<file path="config.mk">
export PLATFORM = sky130hd
export DESIGN_NAME = bfm3_ctrl
export DESIGN_NICKNAME = d
export VERILOG_FILES = /design/src/bfm3_pkg.sv /design/src/bfm3_ctrl.sv
export SDC_FILE = /design/constraint.sdc
export NUM_CORES = 1
export LEC_CHECK = 0
export BUFFER_PORTS_ARGS = -buffer_cell sky130_fd_sc_hd__clkbuf_2
export CORE_ASPECT_RATIO = 1.25
export CORE_MARGIN = 3
export CORE_UTILIZATION = 36
export DETAILED_ROUTE_END_ITERATION = 12
export PLACE_DENSITY = 0.73
export SYNTH_ARGS = -nofsm -noshare
export SYNTH_HDL_FRONTEND = slang
export SYNTH_SLANG_ARGS = --single-unit
</file>
<file path="constraint.sdc">
create_clock -name clk_i -period 1.4 [get_ports clk_i]
set_clock_uncertainty 0.1 [all_clocks]
set_input_delay 0.21 -clock clk_i [delete_from_list [all_inputs] [get_ports clk_i]]
set_output_delay 0.21 -clock clk_i [all_outputs]
set_load 0.02 [all_outputs]
</file>
<file path="src/bfm3_pkg.sv">
package bfm3_pkg;

  // Filter size default, handed to the top level parameter
  localparam int unsigned FilterBitsDefault = 32;

  localparam int unsigned NumLanes = 4;

  // Operation codes
  localparam logic OpInsert = 1'b0;
  localparam logic OpQuery  = 1'b1;

  // MurmurHash3 x86_32 constants
  localparam logic [31:0] MixC1    = 32'hcc9e2d51;
  localparam logic [31:0] MixC2    = 32'h1b873593;
  localparam logic [31:0] MixAdd   = 32'he6546b64;
  localparam logic [31:0] FinMulC3 = 32'h85ebca6b;
  localparam logic [31:0] FinMulC4 = 32'hc2b2ae35;

  // One seed per lane, lane 0 in the low word
  localparam logic [NumLanes-1:0][31:0] LaneSeeds = {
    32'h0000_0678, 32'h0000_0456, 32'h0000_0345, 32'h0000_0234
  };

  // Commands from controller to datapath
  typedef struct packed {
    logic       capture;    // latch the accepted word
    logic       pend_add;   // add byte to partial block, bump length
    logic       blk_mul1;   // k = block * C1
    logic       tail_mul1;  // k = tail bytes * C1
    logic       mul2;       // k = rotl(k,15) * C2
    logic       lane_upd;   // fold full block into all lanes
    logic       tail_xor;   // fold tail into all lanes
    logic       fmix0;      // h ^= len; h ^= h >> 16
    logic       fmix1;      // h *= C3
    logic       fmix2;      // h = (h ^ h >> 13) * C4
    logic       fmix3;      // h ^= h >> 16
    logic       mod_mul;    // quotient estimate from reciprocal
    logic       mod_sub;    // h -= quotient * filter size
    logic       mod_fix;    // final compare and subtract into remainder
    logic       filt_upd;   // set or test one filter bit
    logic       out_load;   // load result, restart key
    logic [1:0] lane;       // lane for filt_upd
  } dp_cmd_t;

  // Status from datapath to controller
  typedef struct packed {
    logic pos3;        // next byte completes a block
    logic tail_nz;     // partial block pending
    logic item_last;   // latched last_byte
  } dp_stat_t;

endpackage

</file>
<file path="src/bfm3_ctrl.sv">
module bfm3_ctrl (
  input  logic               clk_i,
  input  logic               rst_ni,
  input  logic               in_valid_i,
  output logic               in_ready_o,
  input  logic               byte_valid_i,
  input  logic               last_byte_i,
  output logic               out_valid_o,
  input  logic               out_ready_i,
  input  bfm3_pkg::dp_stat_t stat_i,
  output bfm3_pkg::dp_cmd_t  cmd_o
);
  import bfm3_pkg::*;

  localparam logic [4:0] StIdle   = 5'd0;
  localparam logic [4:0] StBMul1  = 5'd1;
  localparam logic [4:0] StBMul2  = 5'd2;
  localparam logic [4:0] StBLane  = 5'd3;
  localparam logic [4:0] StFin    = 5'd4;
  localparam logic [4:0] StTMul1  = 5'd5;
  localparam logic [4:0] StTMul2  = 5'd6;
  localparam logic [4:0] StTXor   = 5'd7;
  localparam logic [4:0] StFmix0  = 5'd8;
  localparam logic [4:0] StFmix1  = 5'd9;
  localparam logic [4:0] StFmix2  = 5'd10;
  localparam logic [4:0] StFmix3  = 5'd11;
  localparam logic [4:0] StModMul = 5'd12;
  localparam logic [4:0] StModSub = 5'd13;
  localparam logic [4:0] StModFix = 5'd14;
  localparam logic [4:0] StUpd    = 5'd15;
  localparam logic [4:0] StOut    = 5'd16;

  logic [4:0] state_q, state_d;
  logic [1:0] cnt_q, cnt_d;
  logic       out_valid_q, out_valid_d;

  assign in_ready_o  = (state_q == StIdle);
  assign out_valid_o = out_valid_q;

  // Next state and commands
  always_comb begin
    state_d = state_q;
    cnt_d   = cnt_q;
    cmd_o   = '0;
    case (state_q)
      StIdle: begin
        if (in_valid_i) begin
          cmd_o.capture  = 1'b1;
          cmd_o.pend_add = byte_valid_i & ~stat_i.pos3;
          if (byte_valid_i && stat_i.pos3) begin
            state_d = StBMul1;
          end else if (last_byte_i) begin
            state_d = StFin;
          end
        end
      end
      StBMul1: begin
        cmd_o.blk_mul1 = 1'b1;
        state_d = StBMul2;
      end
      StBMul2: begin
        cmd_o.mul2 = 1'b1;
        state_d = StBLane;
      end
      StBLane: begin
        cmd_o.lane_upd = 1'b1;
        state_d = stat_i.item_last ? StFin : StIdle;
      end
      StFin: begin
        state_d = stat_i.tail_nz ? StTMul1 : StFmix0;
      end
      StTMul1: begin
        cmd_o.tail_mul1 = 1'b1;
        state_d = StTMul2;
      end
      StTMul2: begin
        cmd_o.mul2 = 1'b1;
        state_d = StTXor;
      end
      StTXor: begin
        cmd_o.tail_xor = 1'b1;
        state_d = StFmix0;
      end
      StFmix0: begin
        cmd_o.fmix0 = 1'b1;
        state_d = StFmix1;
      end
      StFmix1: begin
        cmd_o.fmix1 = 1'b1;
        state_d = StFmix2;
      end
      StFmix2: begin
        cmd_o.fmix2 = 1'b1;
        state_d = StFmix3;
      end
      StFmix3: begin
        cmd_o.fmix3 = 1'b1;
        cnt_d   = '0;
        state_d = StModMul;
      end
      // Remainder in three steps, all lanes together
      StModMul: begin
        cmd_o.mod_mul = 1'b1;
        state_d = StModSub;
      end
      StModSub: begin
        cmd_o.mod_sub = 1'b1;
        state_d = StModFix;
      end
      StModFix: begin
        cmd_o.mod_fix = 1'b1;
        state_d = StUpd;
      end
      // One lane per cycle against the filter
      StUpd: begin
        cmd_o.filt_upd = 1'b1;
        cmd_o.lane     = cnt_q;
        cnt_d = cnt_q + 2'd1;
        if (cnt_q == 2'd3) begin
          state_d = StOut;
        end
      end
      // Wait for the output register to free up
      StOut: begin
        if (!out_valid_q || out_ready_i) begin
          cmd_o.out_load = 1'b1;
          state_d = StIdle;
        end
      end
      default: begin
        state_d = StIdle;
      end
    endcase
  end

  // Result word held until taken
  always_comb begin
    out_valid_d = out_valid_q;
    if (out_valid_q && out_ready_i) begin
      out_valid_d = 1'b0;
    end
    if (cmd_o.out_load) begin
      out_valid_d = 1'b1;
    end
  end

  always_ff @(posedge clk_i or negedge rst_ni) begin
    if (!rst_ni) begin
      state_q     <= StIdle;
      cnt_q       <= '0;
      out_valid_q <= 1'b0;
    end else begin
      state_q     <= state_d;
      cnt_q       <= cnt_d;
      out_valid_q <= out_valid_d;
    end
  end

endmodule

</file>
After elaboration in Yosys (flattened, before gate mapping)
Cells that the tools add are included.
W data, S select, Z words.
{"block": "totals", "ff_bits": 8, "out_inout_bits": 20}
{"block": "op_classes", "bitwise": 2, "n_reduce_logical": 9, "n_eq_ne": 21, "n_mux": 29, "add_sub_neg": 1}
{"op": "$pmux W5 S17", "count": 1}
{"op": "$eq A5 B4 Y1 const B", "count": 8}
{"op": "$mux W5", "count": 5}
{"op": "$eq A5 B3 Y1 const B", "count": 4}
{"op": "$mux W1", "count": 17}
{"op": "$eq A5 B2 Y1 const B", "count": 2}
{"op": "$mux W2", "count": 3}
{"op": "$ne A2 B2 Y1 const B", "count": 3}
{"op": "$eq A5 B1 Y1 const B", "count": 1}
{"op": "$eq A5 B5 Y1 const B", "count": 1}
{"op": "$logic_not A5 Y1", "count": 1}
{"op": "$mux W4", "count": 1}
{"op": "$pmux W2 S2", "count": 1}
{"op": "$reduce_and A4 Y1", "count": 1}
{"op": "$reduce_bool A2 Y1", "count": 2}
{"op": "$mux W3", "count": 1}
{"op": "$ne A3 B1 Y1 const B", "count": 1}
{"op": "$add A2 B1 Y2 const B", "count": 1}
{"op": "$eq A2 B2 Y1 const B", "count": 1}
{"op": "$logic_and A1 B1 Y1", "count": 2}
{"op": "$reduce_or A2 Y1", "count": 1}
{"op": "$and A1 B1 Y1", "count": 1}
{"op": "$logic_not A1 Y1", "count": 1}
{"op": "$logic_or A1 B1 Y1", "count": 1}
{"op": "$not A1 Y1", "count": 1}

Longest topological paths before layout
Gate-level depths: netlist of the first run.
{"block": "logic_depth", "word_depth": 5, "ltp_mapped": 6}

Worst setup path before layout of the first run
Ideal clock, no wire load.
{"block": "synth_path", "path_kind": "register to output", "startpoint": "reg state_q[0]", "endpoint": "out cmd_o[13] (netlist bit)", "path_slack_ns": -0.293, "stages_incl_launch_ff": 4, "t_arrival_ns": 1.383, "path_cell_list": "dfrtp_1 -> buf_6 -> buf_2 -> nor4b_1"}
{"item": "start, declared", "line": "bfm3_ctrl.sv:33", "source": "logic [4:0] state_q, state_d;"}
{"item": "start signal, assigned", "line": "bfm3_ctrl.sv:149", "source": "state_q <= StIdle;"}
{"item": "start signal, assigned", "line": "bfm3_ctrl.sv:153", "source": "state_q <= state_d;"}
{"item": "end, declared", "line": "bfm3_ctrl.sv:11", "source": "output bfm3_pkg::dp_cmd_t cmd_o"}

Worst setup path in the final report of the first run
{"block": "layout_path", "startpoint": "reg state_q[2]", "endpoint": "out in_ready_o"}
{"block": "layout_between", "elab_chain_len": 1}
{"item": "$logic_not A5 Y1", "line": "bfm3_ctrl.sv:37", "source": "assign in_ready_o = (state_q == StIdle);"}
{"item": "end, declared", "line": "bfm3_ctrl.sv:5", "source": "output logic in_ready_o,"}
Every way passes these cells.

==> impl_metrics.tcl, run 1 <==
set metrics [dict create \
    status "complete, but fails checks" \
    violations "setup timing" \
    pin_count 29 \
    cts_tree "built" \
    antenna_found_initial 0 \
    tns_ns -7.06 \
    critical-path-max-stage-delay_ns 0.42 \
    core_area_um2 1660 \
    die_w_um 44.7 \
    clk_latency_ns 0.25 \
    synth_area_per_cell_um2 7.84 \
    nets 154 \
    top_usage_layer "met2" \
    drt-initial-drc-count 27 \
    syn-num-nets 96 \
    root_buffer "clkbuf_4" \
    ys_types 32 \
    ys_ff_latch 8 \
    synth_top_area_share_pct 29.7 \
    rows 16 \
    cp.required_ns 1.09 \
    start_util_pct 40.6 \
    setup-violations-final 24 \
    ir_drop_uv 1510 \
    place.detailed.hpwl_um 1680 \
    rsz0062_at_grt "yes" \
    placed_cells 146 \
    setup_ws_ns -0.463 \
    cts_buffers 3 \
    pre_cts_ws_ns -0.234 \
    maxSlewHeadroom_pct 79.0 \
    grt_use_met1_pct 20.1 \
    crit_path_start_kind "flip-flop" \
    crit_family "simple AND/OR/NAND/NOR gates" \
    crit_path_max_fanout 4 \
    hold_class "in2reg" \
    cp-end-kind "output port" \
    tightest_slew_ns 0.314 \
    ant_nets 0 \
    pwr_density_cell_nw_per_um2 2010 \
    grt_use_met3_pct 3.29 \
    hold_slack_ns 0.0790 \
    drc 0 \
    cts_max_level 1 \
    grt-ovfl-total 0 \
    grt_usage_pct 19.8 \
    grt_pass1_wl_um 3550 \
    grt_pass1_vias 857 \
    max_freq_mhz 537 \
    wl_per_cell_um 16.4 \
    die_h_um 54.4 \
    syn_area_um2 674 \
    placed_area_um2 1000 \
    ys_warn_count 0 \
    yosys.area.top_type "dfrtp_1" \
    cts.sinks 8 \
    portBuffers 28 \
    syn_inst 86 \
    min_period_over_period_pct 133 \
    cts_buffer_depth 2 \
    leakagePower_uw 0.000663 \
    critical_path_buf_inv_count 2 \
    drv_slew 0 \
    stdcell_area_um2 1430 \
    synth_seq_area_share_pct 29.7 \
    crit_chain "buf_6, or3_4, nor3_4, clkbuf_8" \
    drt-pass1-iter-count 4 \
    cp_slowest_cell "dfrtp_1" \
    gp_congestion 0.887 \
    finalWirelength_um 2630 \
    layout-drive-gt1-share_pct 66.9 \
    hold_viol 0 \
    yosys-top-cells-area "dfrtp_1 30%, nand2_1 5.0%, nand2b_1 4.6%" \
    grt_use_met2_pct 39.5 \
    area.growth.synth_to_final_pct 112 \
    path_class "reg2out" \
    via_per_inst 5.44 \
    path_clk_slew_ns 0.05 \
    fin_crit_ns 1.86 \
    antenna_cells 0 \
    die_area_um2 2430 \
    arrival_ns 1.55 \
    stdcell_count 160 \
    grt_max_degree 9 \
    num_vias 871 \
    cap_violations 0 \
]
-- cells in the final DEF (no fill, tap or decap), types with 4 or more instances in the layout --
master	Yosys	final
buf_4	2	19
buf_6	2	21
clkbuf_2	0	9
inv_1	5	5
nor2_4	0	6
nor3_2	1	4
dfrtp_1	8	8
nand2_1	9	5
buf_8	0	8
a21oi_1	6	5
-- cells in the mapped netlist (all sizes together) --
cell type / instances
nand2: 9
dfrtp: 8
nor3: 8
buf: 7
nor2: 7
a21oi: 6
inv: 6
o21ai: 6
nand2b: 5
or3: 4
a211oi: 2
a31oi: 2
and2: 2
nand3b: 2
o21bai: 2
and3: 1
and3b: 1
ha: 1
nand4: 1
nor4b: 1
o211ai: 1
o221ai: 1
o32ai: 1
or2: 1
xor2: 1
-- sequential cells by signal, indices dropped and copies added (netlist names) --
register     flops
state_q          5
cnt_q            2
out_valid_o      1
-- power by group --
part	switching, uW	internal, uW	leakage [uW]
combinational	1120	1170	0.000553
sequential	90.2	316	0.0000957
clock	74.6	97.8	0.0000138
-- logic make-up after synthesis --
group,share of synthesized area (%)
and+or+nand+nor,36.0
adders and majority gates,1.85
DFF,29.7
AOI/OAI and AO/OA,20.0
xor gates and xnor gates,1.30
buffers and inverters,11.1
-- per-stage QoR --
| stage | utilization [%] | power [uW] |
|---|---|---|
| after floorplan | - | 1330 |
| after global placement | 60.3 | 1820 |
| after detailed placement | 60.3 | 1860 |
| after CTS | 75.2 | 2420 |
| after global routing | 86.0 | 3050 |
| final | 86.0 | 2870 |
-- layer usage --
| metal | vias up | wire [um] |
|---|---|---|
| li1 | 423 | - |
| met1 | 403 | 997 |
| met2 | 40 | 1390 |
| met3 | 5 | 182 |
| met4 | 0 | 57 |
| met5 | - | 0 |
-- repair_timing --
item                                    4_1_cts  5_1_grt
pin swaps                                    14       10
cloned                                        0        0
resized for setup                            49       47
endpoints found under the setup margin       22       25
hold buffers                                  1        0
hold endpoints to repair                      8        0
buffers inserted                              4        6
-- path summary, 6_finish.rpt --
check                             from           to  slack [ns]  depth (start not counted)
setup / recovery            state_q[2]   in_ready_o       -0.46                          4
hold / removal             out_ready_i  out_valid_o        0.08                          2
setup reg to reg            state_q[2]   state_q[4]       -0.28                          6
hold reg to reg               cnt_q[1]     cnt_q[1]        0.44                          2
max in group asynchronous       rst_ni     cnt_q[0]        0.78                          2
min in group asynchronous       rst_ni   state_q[2]        0.24                          2
-- cell type report --
cell class                 instances  area [um2]
sequential                         8         200
inverter                           6        25.0
timing repair buffer              60         582
tap                               18        22.5
multi-input combinational         65         577
fill                              82         233
clock buffer                       3        22.5
No activity file was read; power rests on OpenSTA's default activity.
==> inputs of run 2 (changes only) <==
--- a/config.mk
+++ b/config.mk
@@ -5,12 +5,14 @@
 export SDC_FILE = /design/constraint.sdc
 export NUM_CORES = 1
 export LEC_CHECK = 0
+export ABC_AREA = 1
 export BUFFER_PORTS_ARGS = -buffer_cell sky130_fd_sc_hd__clkbuf_2
 export CORE_ASPECT_RATIO = 1.25
 export CORE_MARGIN = 3
 export CORE_UTILIZATION = 36
 export DETAILED_ROUTE_END_ITERATION = 12
-export PLACE_DENSITY = 0.73
+export PLACE_DENSITY = 0.72
 export SYNTH_ARGS = -nofsm -noshare
 export SYNTH_HDL_FRONTEND = slang
 export SYNTH_SLANG_ARGS = --single-unit
+export TNS_END_PERCENT = 10
==> run 2 against run 1 <==
Design area decreased by 9.6%. Clock power about the same. Highest routed layer is now met3. Die area increased by 3.6%. The flow still finishes with violations (setup timing). Via count decreased by 0.92%. Largest cell class is now multi-input gates. Maximum frequency increased by 12%. Area after synthesis increased by 4.1%. Critical path type unchanged. Total power decreased by 5.5%.
==> impl_metrics.tcl, run 2 <==
set metrics [dict create \
    holdPathStages 2 \
    yosys-top-cells-area "dfrtp_1 29%, nor2_1 9.1%, nand2_1 8.6%" \
    cts_buffers 3 \
    regMostFlops "state_q" \
    reg2reg_setup_slack_ns -0.12 \
    max_freq_mhz 599 \
    min_from "out_ready_i" \
    syn-num-nets 106 \
    rsz0062_at_grt "yes" \
    ys_types 26 \
    regToRegStartpoint "state_q[1]" \
    ys_top_cells_by_count "17 x nor2_1, 16 x nand2_1, 15 x inv_1" \
    grt_max_degree 9 \
    hold_class "in2reg" \
    die_area_um2 2520 \
    synth_top_area_share_pct 28.5 \
    pwr_density_cell_nw_per_um2 2100 \
    tns_ns -4.30 \
    drt-initial-drc-count 33 \
    tightest_slew_ns 0.233 \
    synth_area_per_cell_um2 7.31 \
    cts_buffer_depth 2 \
    cp-end-kind "output port" \
    wl_met1_um 811 \
    yosys_most_used_dff "dfrtp_1" \
    gp_congestion 0.904 \
    clk_latency_ns 0.25 \
    nets 165 \
    fin_crit_ns 1.67 \
    crit_path_start_kind "flip-flop" \
    placed_area_um2 990 \
    r2r-end "state_q[2]" \
    path_class "reg2out" \
    area.growth.synth_to_final_pct 84.0 \
    synthArstFlopShare_pct 100 \
    cp_slowest_cell "dfrtp_2" \
    die_h_um 55.4 \
    ff2ff_path_depth 9 \
    crit_path_max_fanout 4 \
    cp.required_ns 1.09 \
    ant_nets 0 \
    met3_length_um 140 \
    syn_inst 96 \
    drc 0 \
    critical_path_buf_inv_count 2 \
    stdcell_count 172 \
    pin_count 29 \
    synth_edf_count 0 \
    antenna_found_initial 0 \
    stdcell_area_um2 1290 \
    pre_cts_ws_ns -0.111 \
    status "complete, but fails checks" \
    final_core_util_pct 71.4 \
    start_util_pct 38.8 \
    drv_slew 0 \
    ys_warn_count 0 \
    violations "setup timing" \
    layout_commonest_cell "buf_4" \
    rows 17 \
    crit_chain "nor2_4, buf_6, nand3_2, nor2_2, buf_4" \
    yosysMostFrequentCell "nor2_1" \
    leakagePower_uw 0.000669 \
    antenna_cells 0 \
    via_per_inst 5.02 \
    maxSlewHeadroom_pct 84.5 \
    met2_length_um 1430 \
    syn_area_um2 702 \
    grt_pass1_wl_um 3380 \
    grt_usage_pct 17.8 \
    critical-path-max-stage-delay_ns 0.43 \
    ir_drop_uv 1250 \
    core_area_um2 1810 \
    hold_viol 0 \
    place.detailed.hpwl_um 1580 \
    drt-pass1-iter-count 4 \
    cts.sinks 8 \
    placed_cells 156 \
    yosys.area.top_type "dfrtp_1" \
    final_cell_mix "31 x buf_4, 14 x inv_1, 12 x nand2_1" \
    whs_endpoint "out_valid_o" \
    layout-drive-gt1-share_pct 63.4 \
    cp_num_cells 5 \
    num_vias 863 \
    grt-ovfl-total 0 \
    crit_family "flip-flops" \
    synth_seq_area_share_pct 28.5 \
    top_layer "met3" \
    die_w_um 45.5 \
    portBuffers 28 \
    min_period_over_period_pct 119 \
    setup_ws_ns -0.270 \
    finalWirelength_um 2380 \
    grt_pass1_vias 789 \
    path_clk_slew_ns 0.06 \
    largest_register_ff_count 5 \
    root_buffer "clkbuf_4" \
    cap_violations 0 \
    wl_per_cell_um 13.8 \
    setup-violations-final 24 \
    ys_ff_latch 8 \
    arrival_ns 1.36 \
    cts_max_level 1 \
    cts_tree "built" \
]
[run 2: cell count changes in the layout (fill, tap and decap cells not counted), sizes merged, moves of 5 or more]
cell	before	now
a21oi	6	1
buf	48	39
clkbuf	14	19
inv	6	19
nand2	9	19
nand2b	5	0
nand3	0	8
nor2	7	25
nor3	8	2
[run 2: how the worst max path moves through the flow]
stage | start | endpoint | slack (ns)
2_1_floorplan | state_q[0] | cmd_o[16] | -0.12
3_3_place_gp | state_q[3] | state_q[1] | -0.08
3_5_place_dp | state_q[3] | state_q[0] | -0.11
4_1_cts | state_q[3] | cmd_o[16] | -0.28
5_1_grt | state_q[2] | cmd_o[16] | -0.34
6_report | state_q[2] | cmd_o[2] | -0.27
[run 2: power breakdown]
group	switching [uW]	internal (uW)
sequential	126	340
combinational	1130	948
clock	75.2	97.9
[run 2: cell families after synthesis]
kind of cell | count (synthesis) | synth area share, %
adder cells (fa/ha/maj) | 1 | 1.78
flip-flops | 8 | 28.5
buffers and inverters | 21 | 13.2
AO/OA/AOI/OAI | 8 | 9.09
AND/OR/NAND/NOR | 58 | 47.4
[run 2: repair_timing]
item	4_1_cts	5_1_grt
endpoints found under the hold margin	8	0
gates resized for setup	32	33
pin swaps	6	9
endpoints found under the setup margin	24	25
setup buffers	4	8
hold buffers	1	0
[run 2: stage by stage]
step	hold slack (ns)	power [uW]
global route	0.0996	2900
finish	0.0790	2710
detailed placement	-0.0400	1900
CTS	0.0821	2280
global placement	-0.0419	1870
floorplan	-0.186	1420
[run 2: layer usage]
layer,up-vias,global-route usage [%]
li1,420,-
met1,404,19.0
met2,39,32.1
met3,0,3.58
met4,0,6.28
met5,-,0
[run 2: cell type report]
class                      instances  area, um2
inverter                          19       73.8
timing repair buffer              56        457
sequential                         8        206
clock buffer                       3       22.5
multi-input combinational         67        508
tap                               19       23.8
fill                             143        517
==> inputs of run 3 (changes only) <==
==> constraint.sdc (replaced) <==
create_clock -name clk_i -period 1.4 [get_ports clk_i]
set_clock_uncertainty 0.1 [all_clocks]
set_input_delay 0.07 -clock clk_i [delete_from_list [all_inputs] [get_ports clk_i]]
set_output_delay 0.07 -clock clk_i [all_outputs]
set_load 0.02 [all_outputs]
==> run 3 against run 2 <==
The run still ends with setup timing left. Design area decreased by 13%. Combinational power shrank 24%. Final cell count fell by 7.0%. Worst hold slack worse by 0.075 ns. Non-clock buffer count shrank 12. Utilization shrank 9.5 points. Die area is the same. First-iteration DRC count is 67% lower. Total power down 18%. Clock-buffer cell count unchanged. Register-to-register slack better by 0.08 ns. Global-route usage is 0.13 points lower. Critical path type unchanged. Largest power group unchanged. Highest routed layer is now met4.
==> impl_metrics.tcl, run 3 (synthesized netlist as in run 2, its figures left out) <==
set metrics [dict create \
    n_fill_cell 157 \
    hold_class "in2reg" \
    area.growth.synth_to_final_pct 59.5 \
    maxSlewHeadroom_pct 84.8 \
    ant_nets 0 \
    setup-violations-final 21 \
    final_cell_mix "20 x buf_4, 15 x nor2_1, 15 x nand2_1" \
    cts_buffers 3 \
    rows 17 \
    antenna_found_initial 0 \
    min_period_over_period_pct 113 \
    ir_drop_uv 1110 \
    hold_viol 0 \
    pwr_density_cell_nw_per_um2 1990 \
    placed_area_um2 902 \
    arrival_ns 1.42 \
    multiInputGateArea_um2 449 \
    leakagePower_uw 0.000595 \
    num_vias 795 \
    cts_max_level 1 \
    antenna_cells 0 \
    regMostFlops "state_q" \
    via_per_inst 4.97 \
    grt_max_degree 9 \
    finalWirelength_um 2050 \
    violations "setup timing" \
    layout-drive-gt1-share_pct 51.1 \
    nets 153 \
    fin_crit_ns 1.59 \
    grt_usage_pct 17.6 \
    crit_path_max_fanout 5 \
    pin_count 29 \
    grt_pass1_vias 792 \
    root_buffer "clkbuf_4" \
    p_total_uw 2230 \
    largest_register_ff_count 5 \
    wl_per_cell_um 12.8 \
    max_freq_mhz 629 \
    rsz0062_at_grt "yes" \
    cp.required_ns 1.23 \
    start_util_pct 38.8 \
    cap_violations 0 \
    die_w_um 45.5 \
    portBuffers 28 \
    die_h_um 55.4 \
    setup_ws_ns -0.189 \
    stdcell_area_um2 1120 \
    crit_path_start_kind "flip-flop" \
    cts.sinks 8 \
    drc 0 \
    gp_congestion 0.873 \
    drv_slew 0 \
    status "complete, but fails checks" \
    tightest_slew_ns 0.228 \
    cts_buffer_depth 2 \
    core_area_um2 1810 \
    place.detailed.hpwl_um 1540 \
    regArea_um2 205 \
    layout_commonest_cell "buf_4" \
    grt-ovfl-total 0 \
    drt-initial-drc-count 11 \
    path_clk_slew_ns 0.05 \
    grt_pass1_wl_um 3420 \
    path_class "reg2out" \
    cts_tree "built" \
    clk_latency_ns 0.25 \
    die_area_um2 2520 \
    cp-end-kind "output port" \
    drt-pass1-iter-count 4 \
]
-- run 3: final timing paths --
kind,end,slack (ns),start,cells past startpoint
setup reg to reg,state_q[1],-0.04,state_q[2],7
min in group asynchronous,out_valid_o,0.10,rst_ni,2
hold / removal,state_q[3],0.004,stat_i[1],2
setup / recovery,cmd_o[16],-0.19,state_q[2],6
hold reg to reg,cnt_q[1],0.47,cnt_q[1],1
max in group asynchronous,state_q[3],0.91,rst_ni,2
-- run 3: what timing repair did --
action / CTS / global route
cloned: 0 / 0
hold buffers: 2 / 0
pin swaps: 4 / 2
setup buffers: 8 / 1
hold endpoints to repair: 9 / 0
resized for setup: 27 / 17
endpoints found under the setup margin: 19 / 23
-- run 3: layout make-up --
cell class              instances  area share, %
clock buffers                   3           2.01
multi-input cells              67           40.1
flip-flops and latches          8           18.3
repair buffers                 44           30.8
inverters                      19           6.59
well taps                      19           2.12
-- run 3: metal layers --
metal | track usage, % | routed length (um) | vias to the layer above
li1 | - | - | 391
met1 | 22.4 | 783 | 373
met2 | 28.9 | 1120 | 29
met3 | 2.61 | 121 | 2
met4 | 6.28 | 23 | 0
met5 | 0 | 0 | -
-- run 3: per-stage QoR --
stage / std cells / util [%] / hold slack [ns] / TNS [ns] / worst slack [ns]
4_1_cts: 159 / 60.3 / 0.00472 / -1.56 / -0.138
2_1_floorplan: 96 / - / -0.326 / -0.0163 / -0.0163
3_3_place_gp: 146 / 49.9 / -0.182 / 0 / 0.0258
5_1_grt: 160 / 61.9 / 0.0165 / -3.22 / -0.257
3_5_place_dp: 146 / 49.9 / -0.174 / 0 / 0.000103
6_report: 160 / 61.9 / 0.00392 / -1.67 / -0.189
-- run 3: critical path: stages, from the launching register on --
cell and delay (ns):
dfrtp_2 0.46, nor2_4 0.18, nand3_4 0.11, nor2_4 0.11, nand2_2 0.05, nor2_2 0.09, clkbuf_8 0.15
-- run 3: where the power goes --
| group | total (uW) | internal (uW) | switching, uW |
|---|---|---|---|
| logic | 1570 | 667 | 901 |
| registers | 492 | 339 | 153 |
| clock network | 170 | 97.7 | 72.5 |
